==> src/rtl/core/rlgr_pkg.sv <==
// shared types and constants for the rlgr entropy encoder
// beat structs, adaptive state record and fixed-point state constants
// no dependencies
package rlgr_pkg;

    // state is fixed point with four fraction bits
    localparam int FracBits = 4;

    localparam logic [8:0] RUN_UP     = 9'd3;
    localparam logic [8:0] RUN_DOWN   = 9'd1;
    localparam logic [8:0] RICE_UP    = 9'd2;
    localparam logic [8:0] RICE_DOWN  = 9'd1;
    localparam logic [8:0] RUN_MAX    = 9'd256;
    localparam logic [8:0] RICE_MAX   = 9'd256;
    localparam logic [8:0] RUN_RESET  = 9'd0;
    localparam logic [8:0] RICE_RESET = 9'd32;

    typedef struct packed {
        logic signed [15:0] level;
        logic               last_in_block;
    } item_t;

    typedef struct packed {
        logic        lead_bit;
        logic [15:0] run_bits;
        logic [4:0]  run_len;
        logic        has_value;
        logic [14:0] quotient;
        logic [15:0] remainder;
        logic [4:0]  rem_len;
        logic        sign_bit;
        logic        block_end;
    } word_t;

    typedef struct packed {
        logic [8:0]  run_state;
        logic [8:0]  rice_state;
        logic [16:0] zero_run_count;
    } state_t;

    localparam state_t STATE_RESET = '{
        run_state:      RUN_RESET,
        rice_state:     RICE_RESET,
        zero_run_count: 17'd0
    };

endpackage

==> src/rtl/core/rlgr_code.sv <==
// code word former: one level against the current adaptive state
// gives the word, whether it is emitted, and the next state
// depends on rlgr_pkg
module rlgr_code
    import rlgr_pkg::*;
(
    input  state_t state,
    input  item_t  item,
    output word_t  word,
    output logic   emit,
    output state_t state_next
);

    logic [4:0]  k;
    logic [4:0]  order;
    logic        nonzero;
    logic        neg;
    logic [15:0] p16;
    logic [14:0] p;
    logic [14:0] q;
    logic [15:0] rem_mask;
    logic [9:0]  run_sum;
    logic [8:0]  run_inc;
    logic [8:0]  run_dec;
    logic [9:0]  rice_sum;
    logic [8:0]  rice_inc;
    logic [8:0]  rice_dec;
    logic [8:0]  rice_adapt;
    logic [16:0] zc_inc;
    logic [16:0] unit;

    assign k       = state.run_state[8:4];
    assign order   = state.rice_state[8:4];
    assign nonzero = (item.level != 16'sd0);
    assign neg     = item.level[15];

    // magnitude minus one: ~x for negatives, covers the most negative level
    assign p16      = neg ? ~item.level : (item.level - 16'sd1);
    assign p        = p16[14:0];
    assign q        = p >> order;
    assign rem_mask = ~(16'hFFFF << order);

    assign run_sum  = {1'b0, state.run_state} + {1'b0, RUN_UP};
    assign run_inc  = (run_sum > {1'b0, RUN_MAX}) ? RUN_MAX : run_sum[8:0];
    assign run_dec  = (state.run_state > RUN_DOWN) ? (state.run_state - RUN_DOWN) : 9'd0;

    assign rice_sum = {1'b0, state.rice_state} + {1'b0, RICE_UP};
    assign rice_inc = (rice_sum > {1'b0, RICE_MAX}) ? RICE_MAX : rice_sum[8:0];
    assign rice_dec = (state.rice_state > RICE_DOWN) ?
                      (state.rice_state - RICE_DOWN) : 9'd0;

    always_comb
    begin
        if (q != 15'd0)
            rice_adapt = rice_inc;
        else if (p == 15'd0)
            rice_adapt = rice_dec;
        else
            rice_adapt = state.rice_state;
    end

    assign zc_inc = state.zero_run_count + 17'd1;
    assign unit   = 17'd1 << k;

    always_comb
    begin
        word       = '0;
        emit       = 1'b0;
        state_next = state;

        if (k == 5'd0) begin
            emit = 1'b1;
            if (!nonzero) begin
                state_next.run_state = run_inc;
            end
            else begin
                word.lead_bit         = 1'b1;
                state_next.run_state  = run_dec;
                state_next.rice_state = rice_adapt;
            end
        end
        else if (!nonzero) begin
            state_next.zero_run_count = zc_inc;
            if (zc_inc >= unit) begin
                // full run unit
                emit                      = 1'b1;
                state_next.zero_run_count = 17'd0;
                state_next.run_state      = run_inc;
            end
            else if (item.last_in_block) begin
                // flush of a partial run
                emit                 = 1'b1;
                word.lead_bit        = 1'b1;
                word.run_bits        = zc_inc[15:0];
                word.run_len         = k;
                state_next.run_state = run_dec;
            end
        end
        else begin
            emit                      = 1'b1;
            word.lead_bit             = 1'b1;
            word.run_bits             = state.zero_run_count[15:0];
            word.run_len              = k;
            state_next.zero_run_count = 17'd0;
            state_next.run_state      = run_dec;
            state_next.rice_state     = rice_adapt;
        end

        if (word.lead_bit && nonzero) begin
            word.has_value = 1'b1;
            word.quotient  = q;
            word.remainder = p16 & rem_mask;
            word.rem_len   = order;
            word.sign_bit  = neg;
        end

        word.block_end = item.last_in_block;

        if (item.last_in_block)
            state_next = STATE_RESET;
    end

endmodule

==> src/rtl/core/rlgr_entropy_encoder.sv <==
// a level sits in the input register and is coded against the adaptive state register;
// its word goes to the result register; one level per cycle while no held word stalls it
// levels that only extend a run give no word and never wait on the output side
// reset (rst_n low, asynchronous): run state 0, rice state 32, zero count 0, no beats held
// top level of the rlgr entropy encoder, depends on rlgr_pkg and rlgr_code
module rlgr_entropy_encoder
    import rlgr_pkg::*;
(
    input  logic   clk,
    input  logic   rst_n,
    input  logic   item_valid,
    output logic   item_stall,
    input  item_t  item,
    output logic   word_valid,
    input  logic   word_stall,
    output word_t  word
);

    // input register: one level waiting to be coded
    logic   item_valid_reg;
    item_t  item_reg;

    // adaptive state: run mode, rice order, pending zeros
    state_t state_reg;
    state_t state_next;

    // result register: one code word beat
    logic   word_valid_reg;
    word_t  word_reg;

    word_t  code_word;
    logic   code_emit;
    logic   out_free;
    logic   advance;

    rlgr_code u_code (
        .state      (state_reg),
        .item       (item_reg),
        .word       (code_word),
        .emit       (code_emit),
        .state_next (state_next)
    );

    // the result register frees up in the same cycle its beat is taken
    assign out_free = !word_valid_reg || !word_stall;

    // a held level moves on when it makes no word or the word has room
    assign advance = item_valid_reg && (!code_emit || out_free);

    // new level only when the input register is empty or moving on
    assign item_stall = item_valid_reg && !advance;

    always_ff @(posedge clk or negedge rst_n)
    begin
        if (!rst_n) begin
            item_valid_reg <= 1'b0;
        end
        else if (!item_stall) begin
            item_valid_reg <= item_valid;
        end
    end

    always_ff @(posedge clk)
    begin
        if (item_valid && !item_stall)
            item_reg <= item;
    end

    // state steps once per coded level, including silent run extensions
    always_ff @(posedge clk or negedge rst_n)
    begin
        if (!rst_n) begin
            state_reg <= STATE_RESET;
        end
        else if (advance) begin
            state_reg <= state_next;
        end
    end

    always_ff @(posedge clk or negedge rst_n)
    begin
        if (!rst_n) begin
            word_valid_reg <= 1'b0;
        end
        else if (advance && code_emit) begin
            word_valid_reg <= 1'b1;
        end
        else if (!word_stall) begin
            word_valid_reg <= 1'b0;
        end
    end

    always_ff @(posedge clk)
    begin
        if (advance && code_emit)
            word_reg <= code_word;
    end

    assign word_valid = word_valid_reg;
    assign word       = word_reg;

    // the last level of a block always yields a word
    assert property (@(posedge clk) disable iff (!rst_n)
        item_valid_reg && item_reg.last_in_block |-> code_emit)
    else $error("last level of block made no word");

    // state is back at reset after the last level moves on
    assert property (@(posedge clk) disable iff (!rst_n)
        advance && item_reg.last_in_block |=>
            state_reg.run_state == RUN_RESET && state_reg.rice_state == RICE_RESET
            && state_reg.zero_run_count == 17'd0)
    else $error("state not cleared at block end");

    // pending zeros stay below one run unit, and none are pending outside run mode
    assert property (@(posedge clk) disable iff (!rst_n)
        state_reg.zero_run_count < (17'd1 << state_reg.run_state[8:4])
        && (state_reg.run_state[8:4] != 5'd0 || state_reg.zero_run_count == 17'd0))
    else $error("zero run count out of range");

    // both adaptive states stay within saturation
    assert property (@(posedge clk) disable iff (!rst_n)
        state_reg.run_state <= RUN_MAX && state_reg.rice_state <= RICE_MAX)
    else $error("adaptive state past saturation");

    // a word waiting on a stall is never overwritten
    assert property (@(posedge clk) disable iff (!rst_n)
        word_valid_reg && word_stall |-> !(advance && code_emit))
    else $error("result overwritten while stalled");

endmodule

==> config.mk <==
export PLATFORM = sky130hd
export DESIGN_NAME = rlgr_entropy_encoder
export DESIGN_NICKNAME = d
export VERILOG_FILES = /design/src/rtl/core/rlgr_pkg.sv /design/src/rtl/core/rlgr_code.sv /design/src/rtl/core/rlgr_entropy_encoder.sv
export SDC_FILE = /design/constraint.sdc
export NUM_CORES = 1
export LEC_CHECK = 0
export BUFFER_PORTS_ARGS = -buffer_cell sky130_fd_sc_hd__buf_2
export CAP_MARGIN = 25
export CORE_MARGIN = 4
export CORE_UTILIZATION = 34
export DETAILED_ROUTE_END_ITERATION = 10
export PLACE_DENSITY = 0.56
export SYNTH_ARGS = -nofsm -noshare
export SYNTH_HDL_FRONTEND = slang
export SYNTH_SLANG_ARGS = --single-unit
export TNS_END_PERCENT = 50
==> constraint.sdc <==
create_clock -name clk -period 15.12 [get_ports clk]
set_input_delay 0.756 -clock clk [delete_from_list [all_inputs] [get_ports clk]]
set_output_delay 0.756 -clock clk [all_outputs]
set_load 0.05 [all_outputs]
==> flow_summary.toml <==
[timing]
maxSlewHeadroom_pct = 34.96
drv_slew = 0
setup_viol = 0
timing_hold_violations_final = 0
rsz0062_at_grt = "no"
setup_ws_ps = 9557
worst_pin_slew_ps = 974.5
clock.fmax_mhz = 179.7
finalCritPeriodShare_pct = 36.80
clock_skew_ps = 6.021
final.setup.tns_ps = 0
fin_crit_ps = 5563

[critical_path]
r2r_slack_ps = 9780
worst_path_largest_cell_delay_ps = 590
crit_buf_inv = 2
crit_chain = "ha_1, nand3_1, nor2_1, nand3_1, nor2_1, and3_1, and3_1, xor2_1, ha_1, a21o_1, a21oi_1, nor2b_1, nor2_1, inv_1, a2111o_1, o21ai_0, nor2_1, buf_2"
critPathCaptureType = "primary output"
worstSetupStartpointType = "flip-flop"
critPathRequiredTime_ps = 14360
path_class = "reg -> out"
cp_top_family = "simple AND/OR/NAND/NOR gates"
cp_max_fo = 13
arrival_ps = 4810
cpMostUsedCell = "nor2_1"
critPathSlowestCell = "a2111o_1"

[yosys]
synth_cell_types = 80
mappedNetlistNets = 961
synthTopCellsByArea = "edfxtp_1, dfrtp_1, nor2_1, nand2_1, ha_1"
yosys_warnings = 0
synth-main-ff-cell = "edfxtp_1"
synthArstFlopShare_pct = 32.17
synth-seq-area-share_pct = 40.76
synth_compound_area_share_pct = 17.94
synth-edff-count = 78
synth_top_cell_by_area = "edfxtp_1"
synth_top_family_by_area = "simple AND/OR/NAND/NOR gates"
netlist_area_mm2 = 0.008021
ys_ff_latch = 115
synth_top_area_share_pct = 29.20
synthAdderAreaFrac_pct = 4.367
synthMuxAreaShare_pct = 2.854
synth-xor-area-share_pct = 5.132
yosys.area_share.simple_pct = 23.82
syn_area_per_cell_um2 = 8.795
synth_cells = 912

[die]
die_h_um = 161.6
io_pins = 84
die_x_um = 161.6
core_mm2 = 0.02292
start_util_pct = 35.00
fp-row-count = 55
die-area_mm2 = 0.02611

[clock_network]
cts_hold_buf = 0
clockRootBuffer = "clkbuf_16"
cts_tree = "yes"
postCtsSetupBuffers = 0
ctsResizeCount = 0
htree_levels = 4
clk_pin_slew_ps = 60
clk_latency_ps = 430
cts_sinks = 115
cts_buffers = 17
clockBufferDepth = 2

[pwr]
p_int_uw = 727.5
p_seq_share_pct = 35.7
p_leak_nw = 3.649
p_sw_share_pct = 37.91
clock_power_share_pct = 34.8
powerDensity_mw_per_mm2 = 127.6
p_comb_share_pct = 29.4
vdd_drop_max_v = 0.00006315
power_switching_uw = 444.2

[drt]
drtAntennaViolNets = 0
firstDrtPassIters = 6
drtIter0Drc = 529
totalWireLength_um = 22830
routedWlPerCell_um = 17.89
via_count = 7055
drc = 0
vias_per_cell = 5.529

[cells_and_area]
area_delta_synth_final_pct = 14.51
layout.cells.non_filler = 1276
diodes = 0
nets = 999
layout_commonest_cell = "nor2_1"
layout_common_cells = "nor2_1, nand2_1, buf_2, edfxtp_1, o21ai_0"
largest_reg_flops = 61
drive_above_1_share_pct = 16.10
final_util_pct = 40.08

[global_routing]
gr-total-overflow = 0
grt_start_max_net_pins = 62
grtUsageTotal_pct = 17.64
antenna_found_initial = 1
grt_pass1_vias = 6559
grt_pass1_wl_um = 36750

[placed_design]
dpl_worst_slack_ps = 9742
io_buffers = 83
dp_hpwl_um = 15860
place_inst = 1243
gp_congestion = 0.9056

[run]
cap_violations = 0

[status]
status = "finished, final reports clean"

[hold_path]
hold_path.class = "in -> async"
==> final timing paths <==
check / depth (start not counted) / to / start
setup / recovery: 18 / item_stall / state_reg[0]
hold / removal: 1 / state_reg[12] / rst_n
setup reg to reg: 18 / word[10] / state_reg[0]
hold reg to reg: 2 / state_reg[16] / state_reg[16]
max in group asynchronous: 1 / state_reg[18] / rst_n
min in group clk: 1 / item_reg[0] / item[0]
==> cells in the mapped netlist (5+ instances only) <==
cell type  number
and4_1          5
nor3_1         32
buf_1           9
or4_1           9
a31oi_1        15
mux2i_1        15
nand2b_1        8
clkbuf_1       57
or3_1          10
a21o_1         15
o31ai_1         9
nor4_1          7
o21ai_0        52
nand3_1        32
nor2b_1        13
xnor2_1        24
dfrtp_1        36
xor2_1         23
o21ai_1         7
nor2_1        109
a21oi_1        37
o211ai_1       11
inv_1          21
nand4_1         9
a211oi_1       14
ha_1           28
edfxtp_1       78
nand2_1       104
and3_1         12
and2_1         11
or2_2           9
==> per-layer routing <==
| metal | global-route usage, % | vias to the layer above | part of all wire (%) |
|---|---|---|---|
| li1 | - | 3402 | - |
| met5 | 0 | - | 0.057 |
| met2 | 25.45 | 275 | 42 |
| met3 | 3.930 | 51 | 6.8 |
| met4 | 7.096 | 2 | 2.9 |
| met1 | 25.54 | 3325 | 48 |
==> kinds of logic (layout without fill, tap and decap cells) <==
family,after synthesis,count (layout)
multiplexers,20,20
buffers and inverters,99,150
AND/OR/NAND/NOR,389,389
AO/OA/AOI/OAI,214,214
flip-flops,115,115
XOR/XNOR,47,47
adder cells (fa/ha/maj),28,28
==> area by class of cell <==
| type | instances | area (um^2) |
|---|---|---|
| Sequential cell | 115 | 3269 |
| Fill cell | 2300 | 13730 |
| Timing Repair Buffer | 96 | 510.5 |
| Inverter | 22 | 82.58 |
| Tap cell | 313 | 391.6 |
| Multi-Input combinational cell | 698 | 4345 |
| Clock inverter | 14 | 156.4 |
| Clock buffer | 18 | 429.2 |
==> through the flow <==
stage	instance area [um^2]	total power [mW]	hold slack (ps)
finish	9185	1.172	459.4
global route	9185	1.237	485.7
CTS	9180	1.176	482.6
detailed placement	8594	0.7661	499.2
global placement	8587	0.7603	496.0
floorplan	8021	0.6769	424.4
==> power by group through the flow <==
| stage | clock, mW | combinational (mW) | sequential [mW] |
|---|---|---|---|
| after floorplan | 0 | 0.234 | 0.443 |
| after global placement | 0 | 0.337 | 0.423 |
| after detailed placement | 0 | 0.342 | 0.424 |
| after CTS | 0.414 | 0.344 | 0.418 |
| after global routing | 0.429 | 0.382 | 0.426 |
| final | 0.408 | 0.345 | 0.419 |
Power figures use the tool's default switching activity.
